==> src/rtl/assert_macros.svh <==
// assertion macros for the rtl files, included by bctb_back
// expects clk and rst_n in the scope of each use
`ifndef ASSERT_MACROS_SVH
`define ASSERT_MACROS_SVH

`ifndef SYNTHESIS

`define ASSERT_IMPL(label, cond, prop) \
    label: assert property (@(posedge clk) disable iff (!rst_n) (cond) |-> (prop)) \
        else $error("assertion failed: %m");

`define ASSERT_NEXT(label, cond, prop) \
    label: assert property (@(posedge clk) disable iff (!rst_n) (cond) |=> (prop)) \
        else $error("assertion failed: %m");

`else

`define ASSERT_IMPL(label, cond, prop)

`define ASSERT_NEXT(label, cond, prop)

`endif

`endif

==> src/rtl/bctb_pkg.sv <==
// types, constants, rounding and saturation helpers for the box corner transform
// no dependencies
`default_nettype none

package bctb_pkg;

    localparam int W_W    = 32;
    localparam int S_W    = 16;
    localparam int Q_W    = 16;
    localparam int V_W    = 40;
    localparam int T_W    = 44;
    localparam int AB_W   = 48;
    localparam int SUM_W  = 50;
    localparam int PS_W   = W_W + S_W;
    localparam int CP_W   = Q_W + V_W + 1;
    localparam int P2_W   = Q_W + T_W + 1;

    localparam int SCALE_SH = 8;
    localparam int T_SH     = 13;
    localparam int R_SH     = 14;

    localparam int CORNERS = 8;
    localparam int CNT_W   = 6;

    localparam int QUEUE_DEPTH = 2;
    localparam int QPTR_W      = 1;
    localparam int QCNT_W      = 2;

    localparam int CFG_W  = 64;
    localparam int CIDX_W = 3;

    localparam logic [CIDX_W-1:0] REG_QUAT    = 3'd0;
    localparam logic [CIDX_W-1:0] REG_SCALE_X = 3'd1;
    localparam logic [CIDX_W-1:0] REG_SCALE_Y = 3'd2;
    localparam logic [CIDX_W-1:0] REG_SCALE_Z = 3'd3;
    localparam logic [CIDX_W-1:0] REG_POS_X   = 3'd4;
    localparam logic [CIDX_W-1:0] REG_POS_Y   = 3'd5;
    localparam logic [CIDX_W-1:0] REG_POS_Z   = 3'd6;

    localparam logic [CFG_W-1:0]      QUAT_RESET  = 64'h4000_0000_0000_0000;
    localparam logic signed [S_W-1:0] SCALE_RESET = 16'sd256;

    localparam logic signed [PS_W:0] HALF_V = (PS_W+1)'(2**(SCALE_SH-1));
    localparam logic signed [CP_W:0] HALF_T = (CP_W+1)'(2**(T_SH-1));
    localparam logic signed [P2_W:0] HALF_R = (P2_W+1)'(2**(R_SH-1));

    typedef struct packed {
        logic signed [W_W-1:0] point_x;
        logic signed [W_W-1:0] point_y;
        logic signed [W_W-1:0] point_z;
    } point_t;

    typedef struct packed {
        logic signed [W_W-1:0] world_x;
        logic signed [W_W-1:0] world_y;
        logic signed [W_W-1:0] world_z;
        logic signed [W_W-1:0] min_x;
        logic signed [W_W-1:0] min_y;
        logic signed [W_W-1:0] min_z;
        logic signed [W_W-1:0] max_x;
        logic signed [W_W-1:0] max_y;
        logic signed [W_W-1:0] max_z;
        logic                  last_corner;
    } result_t;

    typedef struct packed {
        logic [CFG_W-1:0]      quat;
        logic signed [S_W-1:0] scale_x;
        logic signed [S_W-1:0] scale_y;
        logic signed [S_W-1:0] scale_z;
        logic signed [W_W-1:0] pos_x;
        logic signed [W_W-1:0] pos_y;
        logic signed [W_W-1:0] pos_z;
    } cfg_t;

    typedef struct packed {
        logic signed [V_W-1:0] vx;
        logic signed [V_W-1:0] vy;
        logic signed [V_W-1:0] vz;
        logic                  first;
        logic                  last;
    } scaled_t;

    // round half up, then floor
    function automatic logic signed [V_W-1:0] round_v(input logic signed [PS_W-1:0] x);
        logic signed [PS_W:0] y;
        y = $signed({x[PS_W-1], x}) + HALF_V;
        return V_W'(y >>> SCALE_SH);
    endfunction

    function automatic logic signed [T_W-1:0] round_t(input logic signed [CP_W-1:0] x);
        logic signed [CP_W:0] y;
        y = $signed({x[CP_W-1], x}) + HALF_T;
        return T_W'(y >>> T_SH);
    endfunction

    function automatic logic signed [AB_W-1:0] round_r(input logic signed [P2_W-1:0] x);
        logic signed [P2_W:0] y;
        y = $signed({x[P2_W-1], x}) + HALF_R;
        return AB_W'(y >>> R_SH);
    endfunction

    function automatic logic signed [W_W-1:0] sat_w(input logic signed [SUM_W-1:0] x);
        logic in_range;
        in_range = (&x[SUM_W-1:W_W-1]) || !(|x[SUM_W-1:W_W-1]);
        if (in_range)
        begin
            return x[W_W-1:0];
        end
        else if (x[SUM_W-1])
        begin
            return {1'b1, {(W_W-1){1'b0}}};
        end
        else
        begin
            return {1'b0, {(W_W-1){1'b1}}};
        end
    endfunction

endpackage

`default_nettype wire

==> src/rtl/bctb_front.sv <==
// front end: takes corner words, tags group position, applies per-axis scale
// depends on bctb_pkg
`default_nettype none

module bctb_front import bctb_pkg::*;
(
    input  wire logic    clk,
    input  wire logic    rst_n,
    input  wire cfg_t    cfg,
    input  wire logic    in_valid,
    output logic         in_ready,
    input  wire point_t  in_data,
    output logic         push,
    input  wire logic    q_ready,
    output scaled_t      push_data
);

    localparam logic [CNT_W-1:0] LAST_CNT = CNT_W'(CORNERS - 1);

    logic             f_valid_reg;
    point_t           f_point_reg;
    logic             f_first_reg;
    logic             f_last_reg;
    logic [CNT_W-1:0] count_reg;
    logic [CNT_W-1:0] count_next;
    logic             is_last;
    logic             accept;

    logic signed [PS_W-1:0] ps_x;
    logic signed [PS_W-1:0] ps_y;
    logic signed [PS_W-1:0] ps_z;

    assign push     = f_valid_reg && q_ready;
    assign in_ready = !f_valid_reg || q_ready;
    assign accept   = in_valid && in_ready;

    assign is_last    = count_reg >= LAST_CNT;
    assign count_next = is_last ? '0 : count_reg + 1'b1;

    always_ff @(posedge clk or negedge rst_n)
    begin
        if (!rst_n)
        begin
            f_valid_reg <= 1'b0;
            count_reg   <= '0;
        end
        else
        begin
            if (accept)
            begin
                f_valid_reg <= 1'b1;
                count_reg   <= count_next;
            end
            else if (push)
            begin
                f_valid_reg <= 1'b0;
            end
        end
    end

    always_ff @(posedge clk)
    begin
        if (accept)
        begin
            f_point_reg <= in_data;
            f_first_reg <= (count_reg == '0);
            f_last_reg  <= is_last;
        end
    end

    assign ps_x = f_point_reg.point_x * cfg.scale_x;
    assign ps_y = f_point_reg.point_y * cfg.scale_y;
    assign ps_z = f_point_reg.point_z * cfg.scale_z;

    always_comb
    begin
        push_data.vx    = round_v(ps_x);
        push_data.vy    = round_v(ps_y);
        push_data.vz    = round_v(ps_z);
        push_data.first = f_first_reg;
        push_data.last  = f_last_reg;
    end

endmodule

`default_nettype wire

==> config.mk <==
export PLATFORM = sky130hd
export DESIGN_NAME = bctb_front
export DESIGN_NICKNAME = d
export VERILOG_FILES = /design/src/rtl/assert_macros.svh /design/src/rtl/bctb_pkg.sv /design/src/rtl/bctb_front.sv
export SDC_FILE = /design/constraint.sdc
export NUM_CORES = 2
export LEC_CHECK = 0
export BUFFER_PORTS_ARGS = -buffer_cell sky130_fd_sc_hd__clkbuf_2
export CAP_MARGIN = 10
export CELL_PAD_IN_SITES_DETAIL_PLACEMENT = 2
export CELL_PAD_IN_SITES_GLOBAL_PLACEMENT = 2
export CORE_MARGIN = 2
export CORE_UTILIZATION = 44
export DETAILED_ROUTE_END_ITERATION = 8
export GPL_TIMING_DRIVEN = 0
export PLACE_DENSITY = 0.95
export RECOVER_POWER = 100
export SYNTH_ARGS = -nofsm -noshare
export SYNTH_HDL_FRONTEND = slang
export SYNTH_SLANG_ARGS = --single-unit
export TNS_END_PERCENT = 10
==> constraint.sdc <==
create_clock -name clk -period 11.6 [get_ports clk]
set_input_delay 0.58 -clock clk [delete_from_list [all_inputs] [get_ports clk]]
set_output_delay 0.58 -clock clk [all_outputs]
set_load 0.01 [all_outputs]
-- Word level (Yosys, flattened, before mapping)
Index checks and enable logic that the tools add are counted.
Widths: inputs -> output; s select.
- add/sub/neg operators: 4
- multiplexer cells: 3
- $lt $le $gt $ge: 1
- reductions and logical operators: 6
- multiply operators: 3
- operator list (kind ; count):
    $add 48x9->48 const B ; 3
    $mul 32x16->48 ; 3
    $add 6x1->6 const B ; 1
    $ge 6x3->1 const B ; 1
    $logic_not 6->1 ; 1
    $mux 6 ; 1
    $logic_and 1x1->1 ; 2
    $mux 1 ; 2
    $reduce_bool 2->1 ; 1
    $logic_not 1->1 ; 1
    $logic_or 1x1->1 ; 1
- bits of input ports: 308
- output and inout bits: 124
- register bits after elaboration: 105

-- Longest topological paths before layout
- depth in word-level cells: 4
- mapped depth: 25

-- Worst setup path before layout
No wires, ideal clock.
- path type: input to output
- from: in cfg[113] (netlist bit)
- to: out push_data[80] (netlist bit)
- arrival: 6.353 ns
- setup slack: 4.667 ns
- data required time: 11.020 ns
- cell stages on the path: 24
- path buffers: 2
- path through: clkbuf_1 -> nand2_1 -> inv_1 -> fa_1 -> inv_1 -> fa_1 -> inv_1 -> fa_1 -> fa_1 -> fa_1 -> inv_1 -> fa_1 -> inv_1 -> ha_1 -> clkbuf_1 -> a21oi_1 -> o21ba_2 -> o211ai_1 -> a211o_1 -> a31o_2 -> and3_1 -> or3_4 -> a21oi_2 -> xnor2_1
- RTL lines (element ; RTL line ; RTL):
    start, declared ; bctb_front.sv:9 ; input wire cfg_t cfg,
    end, declared ; bctb_front.sv:15 ; output scaled_t push_data

==> results.rst <==
.. list-table::
   :header-rows: 1

   * - Metric
     - Value
   * - Start-to-end type of the worst setup path
     - reg2out
   * - I/O pin cnt
     - 432
   * - Number of iterations in the first detailed-routing pass
     - 9
   * - Register bit count reported by yosys
     - 105
   * - Failing checks
     - max-capacitance violations, max-slew violations
   * - Clock tree from TritonCTS
     - yes
   * - Hold path startpoint
     - in_data[44]
   * - Cell Rows
     - 130
   * - Post-CTS setup-driven buffer insertion count
     - 0
   * - Synth Cell Area
     - 55680 um2
   * - Maximum level of the CTS H-tree
     - 3
   * - Overall routed net length
     - 311300 um
   * - Core region area
     - around 130000 um2
   * - Timing endpoint of the critical path
     - push_data[121]
   * - Data required time of the critical path
     - 11020 ps
   * - HPWL after detailed placement
     - about 240000 um
   * - Register cell area after layout
     - 3118 um2
   * - Number of buffers on the longest clock path
     - 2
   * - Most numerous cell on the critical path
     - fa_1
   * - Min-Delay Path Class
     - in2reg
   * - Synthesized area per cell
     - 9.167 um2
   * - Sequential fraction of the synthesis area
     - 5.600%
   * - Share of the cycle needed by the critical path after routing
     - 98.15%
   * - Slew at the pin closest to its max-slew limit
     - around 4600 ps
   * - Overall overflow remaining after global route
     - 0
   * - Worst max-slew margin expressed relative to the limit
     - -204.7%
   * - Fraction of final layout cells sized beyond drive strength 1
     - 2.703%
   * - CP endpoint kind
     - output port
   * - Via count of the first global-routing pass
     - 60040
   * - Global-route wire length before repair
     - roughly 440000 um
   * - Unrepaired setup endpoints after global routing
     - false
   * - Vias/cell
     - 6.254
   * - Combined area of the multi-input logic cells
     - 45230 um2
   * - Drt drc
     - 0
   * - Pin count of the biggest net entering global routing
     - 62
   * - Area of the die
     - 129400 um2
   * - Max-slew violation total from the final report
     - 111
   * - Total global routing track utilization
     - 49.00%
   * - Instance count of the mapped netlist
     - 6074
   * - Die Span Y
     - 359.7 um
   * - ANT nets after route
     - 0
   * - Number of flip-flops in the largest register
     - 96
   * - Slack of the worst reg-to-reg path
     - 5190 ps
   * - Clock-pin slew reported for the worst setup and hold paths after clock tree synthesis
     - 120 ps
   * - Routed wirelength normalized by instance count
     - 38.67 um
   * - GP Congestion
     - about 0.95
   * - Critical Path Slowest Stage Cell
     - nor4_1
   * - Count of synthesis-stage warnings from yosys
     - 0
   * - Highest fanout seen on the critical path
     - 10
   * - Crit path DAT
     - 10810 ps
   * - Critical path launch point
     - f_point_reg[66]
   * - Highest Clock Rate
     - just under 90 MHz
   * - FILL cells
     - 13710
   * - Main flop type after synthesis
     - edfxtp_1
   * - Net count, final
     - roughly 8500
   * - Count of final hold-check violations
     - 0
   * - Cell type with the highest aggregate area in the netlist
     - fa_1
   * - Setup TNS
     - 0 ps
   * - CTS buffer count
     - 9
   * - Startpoint type of the worst setup path
     - flip-flop
   * - Die extent in x
     - 359.7 um
   * - Max-Cap Viols
     - 3
   * - Count of final setup violators
     - 0
   * - Biggest area contributors in the synthesized netlist
     - fa_1 (52%), inv_1 (11%), ha_1 (7.4%)
   * - Run status
     - finished with violations
   * - Clock root buffer
     - clkbuf_16
   * - Count of hold-fix buffers inserted at cts
     - 1
   * - Initial antenna violation count
     - 49
   * - Clock insertion delay at the later pin of the skew report
     - 520 ps
   * - Number of violations reported at the end of detailed-routing iteration 0
     - between 5000 and 6000
   * - Reg-to-reg endpoint
     - count_reg[2]
   * - Starting density of the core
     - 44.34%
   * - P&R area growth vs syn
     - 6.420%
   * - Clock sink total
     - roughly 110
   * - Maximum single-stage delay on the critical path
     - 1630 ps
   * - Share of Yosys cell area claimed by the top area cell type
     - ~52%
   * - Worst Reg-to-Reg Cells
     - 5
   * - Number of distinct library cells after synthesis
     - 76
   * - Port Buffer Count
     - 271
   * - Start of the worst register-to-register path
     - f_valid_reg
   * - Clock tree skew after final layout
     - 26.48 ps
   * - Async set-reset flop share out of synthesis
     - 6.667%
   * - EDFF count, synth
     - 98
   * - Cell chain of the critical path
     - clkbuf_1 > nand2_1 > fa_1 > fa_1 > inv_1 > ha_1 > fa_1 > inv_1 > fa_1 > fa_1 > inv_1 > ha_1 > o211a_1 > a211oi_1 > nor4_1 > a21oi_1 > a2111oi_0 > o211ai_1 > o21ai_0 > nor2_1 > xnor2_1 > clkbuf_1
   * - Syn nets
     - 8169
   * - Via count of the routed design
     - 50350
   * - Tmin final
     - 11390 ps
   * - Post-cts gate resize count
     - 0
## cell usage in the layout, fill, tap and decap left out, types with 7 or more instances in the layout
cell type,n
and2_1,603
nand2_1,891
nor2b_1,15
nand2b_1,26
o21bai_1,10
edfxtp_1,98
xor2_1,36
o21ai_0,51
clkbuf_1,382
o211ai_1,8
and3_1,16
nor3_1,13
a21oi_1,101
inv_1,1678
a31oi_1,12
fa_1,1458
dfrtp_1,7
diode_2,36
ha_1,329
a211oi_1,15
nand4_1,27
xnor2_1,106
nand3_1,21
o21a_1,10
clkbuf_2,133
buf_1,7
clkbuf_16,9
nor2_1,143
a21o_1,64
## layer usage
layer	GRT usage, %	vias up	wire, um
li1	-	17970	-
met1	49.72	25830	97980
met2	74.41	4340	138400
met3	23.14	2171	38060
met4	44.90	36	36180
met5	3.811	-	674
## worst min-delay path by stage
stage                            endpoint  slack, ps  cells after the start
after global placement       count_reg[4]        430                      1
after floorplan              count_reg[0]        280                      0
after CTS                 f_point_reg[43]        220                      1
final                     f_point_reg[44]        220                      1
after global routing      f_point_reg[47]        230                      1
after detailed placement     count_reg[2]        440                      1
## layout make-up
type	instances	area share, %
multi-input combinational	4036	76.33
inverter	1682	10.66
sequential	105	5.262
tap	1650	3.484
timing repair buffer	275	2.031
buffer	251	1.617
clock buffer	9	0.3801
antenna	36	0.1520
clock inverter	6	0.08868
## critical path: cells and delay by family, from the launching register on
| family | cells | cell delay [ps] |
|---|---|---|
| adder cells (fa/ha/maj) | 7 | 3210 |
| AO/OA/AOI/OAI | 6 | 3190 |
| AND/OR/NAND/NOR | 3 | 1930 |
| buffers and inverters | 5 | 990 |
| flip-flops | 1 | 750 |
| XOR/XNOR | 1 | 190 |
## cell families (layout without fill, tap and decap cells)
logic type	after synthesis	count (layout)	synth area share [%]
fa+ha+maj	1787	1787	59.81
xor+xnor	142	142	2.234
buf+inv	1933	2223	13.06
mux	1	1	0.02022
other cells	0	36	0
compound gates	320	320	3.813
simple gates	1786	1786	15.46
flops	105	105	5.600
## cell usage after synthesis, types with 6 or more instances
master	count
o21bai_1	10
a21o_1	64
ha_1	329
nor2_1	143
nand2_1	891
xnor2_1	106
inv_1	1679
nand3_1	21
edfxtp_1	98
xor2_1	36
fa_1	1458
a211oi_1	14
buf_1	7
o211ai_1	7
a21oi_1	97
nor3_1	12
nand4_1	27
nor2b_1	15
a31oi_1	11
dfrtp_1	7
o21a_1	10
o21ai_0	50
and3_1	16
nand2b_1	26
nor3b_1	6
clkbuf_1	240
and2_1	605
## per-stage QoR
step                setup WS, ps  util, %  hold slack (ps)  area (um2)  instances
floorplan                   4667        -            284.4       55680       6074
global placement            2664    47.07            433.3       59100       7995
detailed placement          1901    47.09            435.8       59130       7996
CTS                         1597    47.32            222.0       59420       8012
global route               607.2    47.14            225.2       59190       8023
finish                     215.0    47.19            220.4       59260       8050
Power is left out: the tool's default activity adds up to more than one toggle a clock period on the data nets, which glitch-free logic cannot reach.
