===== src/rtl/assert_macros.svh =====
// assertion macros for the rtl files, included by bctb_back
// expects clk and rst_n in the scope of each use
`ifndef ASSERT_MACROS_SVH
`define ASSERT_MACROS_SVH

`ifndef SYNTHESIS

`define ASSERT_IMPL(label, cond, prop) \
    label: assert property (@(posedge clk) disable iff (!rst_n) (cond) |-> (prop)) \
        else $error("assertion failed: %m");

`define ASSERT_NEXT(label, cond, prop) \
    label: assert property (@(posedge clk) disable iff (!rst_n) (cond) |=> (prop)) \
        else $error("assertion failed: %m");

`else

`define ASSERT_IMPL(label, cond, prop)

`define ASSERT_NEXT(label, cond, prop)

`endif

`endif


===== src/rtl/bctb_pkg.sv =====
// types, constants, rounding and saturation helpers for the box corner transform
// no dependencies
`default_nettype none

package bctb_pkg;

    localparam int W_W    = 32;
    localparam int S_W    = 16;
    localparam int Q_W    = 16;
    localparam int V_W    = 40;
    localparam int T_W    = 44;
    localparam int AB_W   = 48;
    localparam int SUM_W  = 50;
    localparam int PS_W   = W_W + S_W;
    localparam int CP_W   = Q_W + V_W + 1;
    localparam int P2_W   = Q_W + T_W + 1;

    localparam int SCALE_SH = 8;
    localparam int T_SH     = 13;
    localparam int R_SH     = 14;

    localparam int CORNERS = 8;
    localparam int CNT_W   = 6;

    localparam int QUEUE_DEPTH = 2;
    localparam int QPTR_W      = 1;
    localparam int QCNT_W      = 2;

    localparam int CFG_W  = 64;
    localparam int CIDX_W = 3;

    localparam logic [CIDX_W-1:0] REG_QUAT    = 3'd0;
    localparam logic [CIDX_W-1:0] REG_SCALE_X = 3'd1;
    localparam logic [CIDX_W-1:0] REG_SCALE_Y = 3'd2;
    localparam logic [CIDX_W-1:0] REG_SCALE_Z = 3'd3;
    localparam logic [CIDX_W-1:0] REG_POS_X   = 3'd4;
    localparam logic [CIDX_W-1:0] REG_POS_Y   = 3'd5;
    localparam logic [CIDX_W-1:0] REG_POS_Z   = 3'd6;

    localparam logic [CFG_W-1:0]      QUAT_RESET  = 64'h4000_0000_0000_0000;
    localparam logic signed [S_W-1:0] SCALE_RESET = 16'sd256;

    localparam logic signed [PS_W:0] HALF_V = (PS_W+1)'(2**(SCALE_SH-1));
    localparam logic signed [CP_W:0] HALF_T = (CP_W+1)'(2**(T_SH-1));
    localparam logic signed [P2_W:0] HALF_R = (P2_W+1)'(2**(R_SH-1));

    typedef struct packed {
        logic signed [W_W-1:0] point_x;
        logic signed [W_W-1:0] point_y;
        logic signed [W_W-1:0] point_z;
    } point_t;

    typedef struct packed {
        logic signed [W_W-1:0] world_x;
        logic signed [W_W-1:0] world_y;
        logic signed [W_W-1:0] world_z;
        logic signed [W_W-1:0] min_x;
        logic signed [W_W-1:0] min_y;
        logic signed [W_W-1:0] min_z;
        logic signed [W_W-1:0] max_x;
        logic signed [W_W-1:0] max_y;
        logic signed [W_W-1:0] max_z;
        logic                  last_corner;
    } result_t;

    typedef struct packed {
        logic [CFG_W-1:0]      quat;
        logic signed [S_W-1:0] scale_x;
        logic signed [S_W-1:0] scale_y;
        logic signed [S_W-1:0] scale_z;
        logic signed [W_W-1:0] pos_x;
        logic signed [W_W-1:0] pos_y;
        logic signed [W_W-1:0] pos_z;
    } cfg_t;

    typedef struct packed {
        logic signed [V_W-1:0] vx;
        logic signed [V_W-1:0] vy;
        logic signed [V_W-1:0] vz;
        logic                  first;
        logic                  last;
    } scaled_t;

    // round half up, then floor
    function automatic logic signed [V_W-1:0] round_v(input logic signed [PS_W-1:0] x);
        logic signed [PS_W:0] y;
        y = $signed({x[PS_W-1], x}) + HALF_V;
        return V_W'(y >>> SCALE_SH);
    endfunction

    function automatic logic signed [T_W-1:0] round_t(input logic signed [CP_W-1:0] x);
        logic signed [CP_W:0] y;
        y = $signed({x[CP_W-1], x}) + HALF_T;
        return T_W'(y >>> T_SH);
    endfunction

    function automatic logic signed [AB_W-1:0] round_r(input logic signed [P2_W-1:0] x);
        logic signed [P2_W:0] y;
        y = $signed({x[P2_W-1], x}) + HALF_R;
        return AB_W'(y >>> R_SH);
    endfunction

    function automatic logic signed [W_W-1:0] sat_w(input logic signed [SUM_W-1:0] x);
        logic in_range;
        in_range = (&x[SUM_W-1:W_W-1]) || !(|x[SUM_W-1:W_W-1]);
        if (in_range)
        begin
            return x[W_W-1:0];
        end
        else if (x[SUM_W-1])
        begin
            return {1'b1, {(W_W-1){1'b0}}};
        end
        else
        begin
            return {1'b0, {(W_W-1){1'b1}}};
        end
    endfunction

endpackage

`default_nettype wire


===== src/rtl/bctb_queue.sv =====
// two-entry queue between the front end and the transform back end
// depends on bctb_pkg
`default_nettype none

module bctb_queue import bctb_pkg::*;
(
    input  wire logic    clk,
    input  wire logic    rst_n,
    input  wire logic    push,
    input  wire scaled_t push_data,
    output logic         q_ready,
    output logic         q_valid,
    output scaled_t      q_data,
    input  wire logic    q_pop
);

    localparam logic [QPTR_W-1:0] LAST_PTR = QPTR_W'(QUEUE_DEPTH - 1);
    localparam logic [QCNT_W-1:0] FULL_CNT = QCNT_W'(QUEUE_DEPTH);

    scaled_t           entry_reg [QUEUE_DEPTH];
    logic [QPTR_W-1:0] wr_ptr_reg;
    logic [QPTR_W-1:0] rd_ptr_reg;
    logic [QCNT_W-1:0] count_reg;

    assign q_ready = count_reg != FULL_CNT;
    assign q_valid = count_reg != '0;
    assign q_data  = entry_reg[rd_ptr_reg];

    always_ff @(posedge clk or negedge rst_n)
    begin
        if (!rst_n)
        begin
            wr_ptr_reg <= '0;
            rd_ptr_reg <= '0;
            count_reg  <= '0;
        end
        else
        begin
            if (push)
            begin
                wr_ptr_reg <= (wr_ptr_reg == LAST_PTR) ? '0 : wr_ptr_reg + 1'b1;
            end
            if (q_pop)
            begin
                rd_ptr_reg <= (rd_ptr_reg == LAST_PTR) ? '0 : rd_ptr_reg + 1'b1;
            end
            case ({push, q_pop})
                2'b10:   count_reg <= count_reg + 1'b1;
                2'b01:   count_reg <= count_reg - 1'b1;
                default: count_reg <= count_reg;
            endcase
        end
    end

    always_ff @(posedge clk)
    begin
        if (push)
        begin
            entry_reg[wr_ptr_reg] <= push_data;
        end
    end

endmodule

`default_nettype wire


===== config.mk =====
export PLATFORM = sky130hd
export DESIGN_NAME = bctb_queue
export DESIGN_NICKNAME = d
export VERILOG_FILES = /design/src/rtl/assert_macros.svh /design/src/rtl/bctb_pkg.sv /design/src/rtl/bctb_queue.sv
export SDC_FILE = /design/constraint.sdc
export NUM_CORES = 1
export LEC_CHECK = 0
export BUFFER_PORTS_ARGS = -buffer_cell sky130_fd_sc_hd__buf_4
export CORE_MARGIN = 4
export CORE_UTILIZATION = 31
export CTS_CLUSTER_SIZE = 16
export DETAILED_ROUTE_END_ITERATION = 10
export HOLD_SLACK_MARGIN = 0.06
export SLEW_MARGIN = 20
export SYNTH_ARGS = -nofsm -noshare
export SYNTH_HDL_FRONTEND = slang
export SYNTH_SLANG_ARGS = --single-unit

===== constraint.sdc =====
create_clock -name clk -period 7.5 [get_ports clk]
set_clock_uncertainty 0.1 [all_clocks]
set_input_delay 1.5 -clock clk [delete_from_list [all_inputs] [get_ports clk]]
set_output_delay 1.5 -clock clk [all_outputs]
set_load 0.03 [all_outputs]

Word level (Yosys, flattened, before mapping)
Memories as Yosys holds them, arrays and structs flattened. Index checks and enable logic that the tools add are counted.

$add $sub $neg: 4. Reductions and logical operators: 2. Multiplexer cells: 5. Eq/ne operators: 3.

Operator list (number): 1-bit 2-to-1 mux (4); 2-bit one-hot mux with 2 select lines (1); 2-bit nonzero test (2); 1-bit adder, second input constant (2); 2-bit by 1-bit adder with 2-bit output, second input constant (1); 2-bit by 1-bit equality test with 1-bit output, second input constant (1); 2-bit equality test, second input constant (1); 2-bit inequality test, second input constant (1); 2-bit by 1-bit subtractor with 2-bit output, second input constant (1).

Flip-flop bits (word level): 4. Memories kept: 1. Logic and storage cells: 18. Input bits: 126. Output and inout bits: 124. Bits in writable memories: 244.

Memory list: entry_reg (words 2, width 122, read ports 1, clocked after memory_dff 0, write ports 1, RTL line bctb_queue.sv:20) `scaled_t entry_reg [QUEUE_DEPTH];`.

Logic depth before layout (Yosys ltp)
Gate-level depths: netlist (run 1).

Depth in word-level cells: 2. Depth in mapped cells: 5. Gate-level depth less buffers: 5.

Least setup slack after synthesis (run 1)
No wires, ideal clock.

Path kind: in2reg. Start: input push. End: memory entry_reg[0][0] (netlist name), enable pin. Setup time: 0.608 ns. Arrival time: 6.668 ns. Stages on the path: 2. Data required time: 6.792 ns. Slack: 0.124 ns. Buffers on the path: 0. Cells stage by stage: inv_1 > nor2_1.

Longest elaborated chain between the ends: 2.

RTL lines: start: declaration (RTL line bctb_queue.sv:9) `input wire logic push,`; 1-bit 2-to-1 mux (RTL line bctb_queue.sv:57) `if (push)`; 1-bit 2-to-1 mux (not written as such) (RTL line bctb_queue.sv:59) `entry_reg[wr_ptr_reg] <= push_data;`; end: declaration (RTL line bctb_queue.sv:20).

No other way between the ends.

==> results of run 1 <==
-- how the worst max path moves through the flow --
stage	startpoint	to	slack, ps	cells after the start
3_3_place_gp	push	entry_reg[1][12]	3800	3
5_1_grt	rd_ptr_reg	q_data[109]	3120	3
4_1_cts	rd_ptr_reg	q_data[109]	3200	3
2_1_floorplan	push	entry_reg[0][0]	120	2
3_5_place_dp	push	entry_reg[1][100]	3760	3
6_report	rd_ptr_reg	q_data[106]	3290	3
-- cells by family after synthesis --
logic type / Yosys count / share of synthesized area [%]
multiplexers: 122 / 17.6
buffers and inverters: 15 / 1.44
flip-flops: 248 / 80.0
AND/OR/NAND/NOR: 5 / 0.283
XOR/XNOR: 5 / 0.472
adder cells (fa/ha/maj): 1 / 0.135
-- cells in the final DEF (no fill, tap or decap), types with 2 or more instances in the layout --
| cell type | instances |
|---|---|
| buf_4 | 254 |
| edfxtp_1 | 244 |
| mux2_4 | 70 |
| mux2_2 | 52 |
| clkbuf_16 | 29 |
| clkinv_2 | 8 |
| clkinv_1 | 5 |
| bufinv_16 | 4 |
| xor2_1 | 3 |
| dfrtp_1 | 3 |
| xnor2_1 | 2 |
| clkbuf_1 | 2 |
| inv_6 | 2 |
-- critical path, stage by stage, from the launching register on --
cell and delay (ps):
dfrtp_4 700, buf_4 720, mux2_2 420, buf_4 170
-- area by class of cell --
class	count	area, um^2	share of cell area, %
clock buffer	31	733	5.86
multi-input combinational	133	1730	13.8
sequential	248	7430	59.4
inverter	1	3.75	0.0300
timing repair buffer	254	1910	15.2
clock inverter	21	213	1.70
tap	390	488	3.90
-- per-layer routing --
metal  global-route usage [%]  routed length, um  share of wire [%]  vias up
li1                         -                  -                  -     2116
met1                     13.3               7450                 40     2242
met2                     18.1               9050                 49      181
met3                     3.97               1630                8.8       36
met4                     2.79                499                2.7        0
met5                        0                  0                  0        -
-- metrics by stage --
stage / worst slack [ps] / cell area [um^2] / cells / hold slack (ps)
3_5_place_dp: 3760 / 11600 / 1026 / 400
6_report: 3290 / 12500 / 1078 / 405
2_1_floorplan: 124 / 9280 / 396 / 356
3_3_place_gp: 3800 / 11600 / 1026 / 374
5_1_grt: 3120 / 12500 / 1078 / 445
4_1_cts: 3200 / 12500 / 1078 / 415
-- power by group --
| part | switching [mW] | internal, mW | total [mW] |
|---|---|---|---|
| sequential | 0.0981 | 1.84 | 1.94 |
| combinational | 1.10 | 0.810 | 1.91 |
| clock | 0.516 | 0.841 | 1.36 |
==> results_dict.tcl, run 1 <==
set metrics [dict create \
    max_cap_violations 0 \
    start_util_pct 31.4 \
    syn_area_per_cell_um2 23.4 \
    holdBufCountCts 0 \
    synth_most_common_cell "edfxtp_1" \
    hp-class "reg -> reg" \
    dp_hpwl_um 12700 \
    fp.dieW_um 181 \
    wl_per_cell_um 17.3 \
    grt_max_degree 65 \
    synth_edf_count 244 \
    hold_viol 0 \
    worst_pin_slew_ps 904 \
    cts-resized-gates 0 \
    p_per_area_mw_per_mm2 416 \
    layout.nets 793 \
    min-delay-start "count_reg[1]" \
    synth_common_cells "244 x edfxtp_1, 70 x mux2_4, 52 x mux2_2" \
    critPathRequiredTime_ps 5900 \
    crit_path_end_kind "primary output" \
    area_growth_syn_to_layout_pct 34.7 \
    async_reset_ff_share_pct 1.61 \
    drt-vias-per-instance 4.24 \
    reg2reg_depth 2 \
    numClockSinks 248 \
    drive_gt1_share_pct 61.8 \
    insertion_delay_ps 530 \
    cts_buffers 28 \
    status "complete, no violations" \
    cts_buffer_depth 3 \
    synth_top_cell_by_area "edfxtp_1" \
    synth_cells 396 \
    ys_seq_area_share_pct 80.0 \
    htree_levels 1 \
    hold_depth 1 \
    fmax_ghz 0.238 \
    finalPower_mw 5.21 \
    antenna_found_initial 0 \
    core_area_mm2 0.0296 \
    netlist.area_leader.share_pct 79.0 \
    p_leak_nw 4.85 \
    rrSetupSlack_ps 4980 \
    ant_nets 0 \
    synthFlopType "edfxtp_1" \
    die_area_mm2 0.0328 \
    largest_reg_flops 244 \
    first_pass_iters 4 \
    worst_r2r_endpoint "entry_reg[1][100]" \
    cp.arrival_ps 2610 \
    grt_pass1_vias 4915 \
    tritoncts "built" \
    period_minus_slack_ps 4210 \
    grt_pass1_wl_um 28300 \
    holdPathEnd "count_reg[1]" \
    rsz0062_at_grt "false" \
    syn_area_mm2 0.00928 \
    start_kind "register" \
    cts_setup_buffers 0 \
    fill_cells 2632 \
    slew_viol_final 0 \
    drt_iter0_markers 162 \
    ys_types 15 \
    yosys_warnings 0 \
    dieHeight_um 181 \
    syn-num-nets 523 \
    io_buffer_count 249 \
    wl_um 18600 \
    clk_pin_slew_worst_paths_ps 50 \
    ys_ff_latch 248 \
    gp_congestion 0.739 \
    root_buffer "clkbuf_16" \
    path_max_fanout 54 \
    vias 4575 \
    grt-ovfl-total 0 \
    postLayoutCoreUtil_pct 42.3 \
    antenna-diode-count 0 \
    ioPinCount 250 \
    num_rows 63 \
    drc_errors 0 \
    r2r-start "wr_ptr_reg" \
    post-route-period-util_pct 56.1 \
    ir_drop_mv 0.275 \
    grt.total_usage_pct 10.8 \
    slew_headroom_pct 39.7 \
    tns_ps 0 \
    setup_violations 0 \
    path_class "reg -> out" \
    synth.area.top_cells "edfxtp_1 79%, mux2_4 11%, mux2_2 6.3%" \
]
(Power assumes the default switching activity.)
==> inputs of run 2 (changes only) <==
- ABC_AREA: default -> 1
- clock period: 7.5 -> 4.2 ns (I/O delays scaled with it)
==> run 2 against run 1 <==
  * Combinational power grew 87%
  * Worst hold slack got worse by 5.2 ps
  * Utilization up 0.13 points
  * Synthesized cell count rose by 67%
  * Critical path depth did not move
  * Sequential cell count unchanged
  * Critical path type unchanged
  * Largest cell class unchanged
  * Highest routed layer is now met5
==> results_dict.tcl, run 2 <==
set metrics [dict create \
    status "complete, no violations" \
    root_buffer "clkbuf_16" \
    path_class "reg -> out" \
    fmax_ghz 0.352 \
    grt_pass1_wl_um 29800 \
    start_kind "register" \
    antenna-diode-count 0 \
    r2r-start "wr_ptr_reg" \
    place_area_mm2 0.0115 \
    layout.nets 1046 \
    cp.arrival_ps 1900 \
    area_growth_syn_to_layout_pct 33.6 \
    ys_ff_latch 248 \
    die_area_mm2 0.0326 \
    worst_r2r_endpoint "entry_reg[1][99]" \
    clkPwrFrac_pct 23.5 \
    period_minus_slack_ps 2840 \
    synth_top_cell_by_area "edfxtp_1" \
    final_common_cell "buf_4" \
    postLayoutCellArea_mm2 0.0123 \
    ys_types 16 \
    switching_power_mw 3.47 \
    tritoncts "built" \
    dieHeight_um 180 \
    max_cap_violations 0 \
    largest_reg_flops 244 \
    ys_seq_area_share_pct 80.6 \
    hold_ws_ps 399 \
    setup_violations 0 \
    netlist.area_leader.share_pct 79.5 \
    ioPinCount 250 \
    num_rows 62 \
    drt-vias-per-instance 4.17 \
    insertion_delay_ps 520 \
    p_per_area_mw_per_mm2 739 \
    cts_buffers 27 \
    cts_setup_buffers 0 \
    post-route-period-util_pct 67.7 \
    grt_max_degree 132 \
    wl_per_cell_um 14.5 \
    slew_viol_final 0 \
    ant_nets 0 \
    hold_viol 0 \
    clk_pin_slew_worst_paths_ps 60 \
    wl_um 19100 \
    path_max_fanout 131 \
    synth_edf_count 244 \
    tns_ps 0 \
    pwr-share-seq_pct 37.3 \
    dp_cells 1273 \
    crit_path_end_kind "primary output" \
    hp-class "in -> reg" \
    slew_headroom_pct 35.8 \
    synthFlopType "edfxtp_1" \
    core_area_mm2 0.0290 \
    cts_buffer_depth 3 \
    synth.area.top_cells "edfxtp_1 79%, o21ai_0 5.9%, nand2_1 5.3%" \
    p_leak_nw 5.13 \
    yosys_warnings 0 \
    holdBufCountCts 1 \
    fp.dieW_um 180 \
    p_sw_share_pct 38.1 \
    rrSetupSlack_ps 2310 \
    first_pass_iters 4 \
    drive_gt1_share_pct 31.0 \
    drc_errors 0 \
    start_util_pct 31.8 \
    rsz0062_at_grt "false" \
    async_reset_ff_share_pct 1.61 \
    htree_levels 1 \
    grt_pass1_vias 5626 \
    cts-resized-gates 0 \
    critPathRequiredTime_ps 3260 \
    synth_common_cells "244 x edfxtp_1, 129 x nand2_1, 128 x inv_1" \
    synth_cells 661 \
    numClockSinks 248 \
    dp_hpwl_um 12500 \
    hold_depth 1 \
    fill_cells 2693 \
    grt.total_usage_pct 11.3 \
    worst_pin_slew_ps 963 \
    syn_area_per_cell_um2 13.9 \
    antenna_found_initial 1 \
    synth_most_common_cell "edfxtp_1" \
    min-delay-start "push_data[49]" \
    gp_congestion 0.686 \
    reg2reg_depth 3 \
    vias 5518 \
    ir_drop_mv 0.489 \
    p_int_mw 5.63 \
    syn-num-nets 788 \
    grt-ovfl-total 0 \
    p_comb_share_pct 39.2 \
    finalPower_mw 9.10 \
    io_buffer_count 249 \
    final_cell_mix "252 x buf_4, 244 x edfxtp_1, 129 x nand2_1, 127 x inv_1, 108 x o21ai_0" \
    holdPathEnd "entry_reg[1][49]" \
    stdcell_count 1322 \
    syn_area_mm2 0.00922 \
    drt_iter0_markers 314 \
]
[run 2: cell types whose count changed in the layout (fill, tap and decap cells not counted), sizes merged, moves of 2 or more]
cell and delta:
bufinv -3, clkbuf +3, o21ai +122, nand2 +129, inv +126, mux2 -122
clkinv -2
[run 2: cells by family after synthesis]
kind of cell | count (synthesis) | share of synthesized area (%)
xor+xnor | 3 | 0.285
simple gates | 132 | 5.42
fa+ha+maj | 1 | 0.136
flops | 248 | 80.6
buf+inv | 155 | 6.98
compound gates | 122 | 6.62
[run 2: cell type report]
class	count	area, um^2	share of cell area (%)
flip-flops and latches	248	7430	60.4
clock buffers	34	702	5.70
repair buffers	256	1960	15.9
clock inverters	14	95.1	0.772
multi-input cells	258	1160	9.39
well taps	384	480	3.90
inverters	128	485	3.94
[run 2: worst max-delay path by stage]
stage | from | end | slack (ps) | cells after the start
after floorplan | push | entry_reg[1][0] | 370 | 2
after global placement | push | entry_reg[1][92] | 1710 | 4
after detailed placement | push | entry_reg[1][92] | 1720 | 4
after CTS | rd_ptr_reg | q_data[111] | 1310 | 4
after global routing | rd_ptr_reg | q_data[10] | 1220 | 4
final | rd_ptr_reg | q_data[111] | 1360 | 3
[run 2: routing by layer]
layer	wire, um	track usage, %	up-vias
li1	-	-	2744
met1	7610	13.3	2556
met2	9030	19.0	178
met3	1690	4.24	38
met4	778	4.08	2
met5	8	0	-
[run 2: worst max-delay path, stage by stage, from the launching register on]
cell and delay (ps):
dfrtp_4 510, buf_12 210, o21ai_0 340, buf_4 220
[run 2: per-stage QoR]
stage	worst slack [ps]	util (%)
after detailed placement	1720	39.7
after floorplan	370	-
after global routing	1220	42.4
after global placement	1710	39.7
after CTS	1310	42.4
final	1360	42.4
[run 2: power groups by stage]
stage,clock (mW),combinational [mW],sequential (mW)
after CTS,2.22,3.66,3.40
final,2.14,3.57,3.40
after detailed placement,0,3.65,3.45
after floorplan,0,2.25,3.46
after global routing,2.33,3.86,3.44
after global placement,0,3.63,3.44
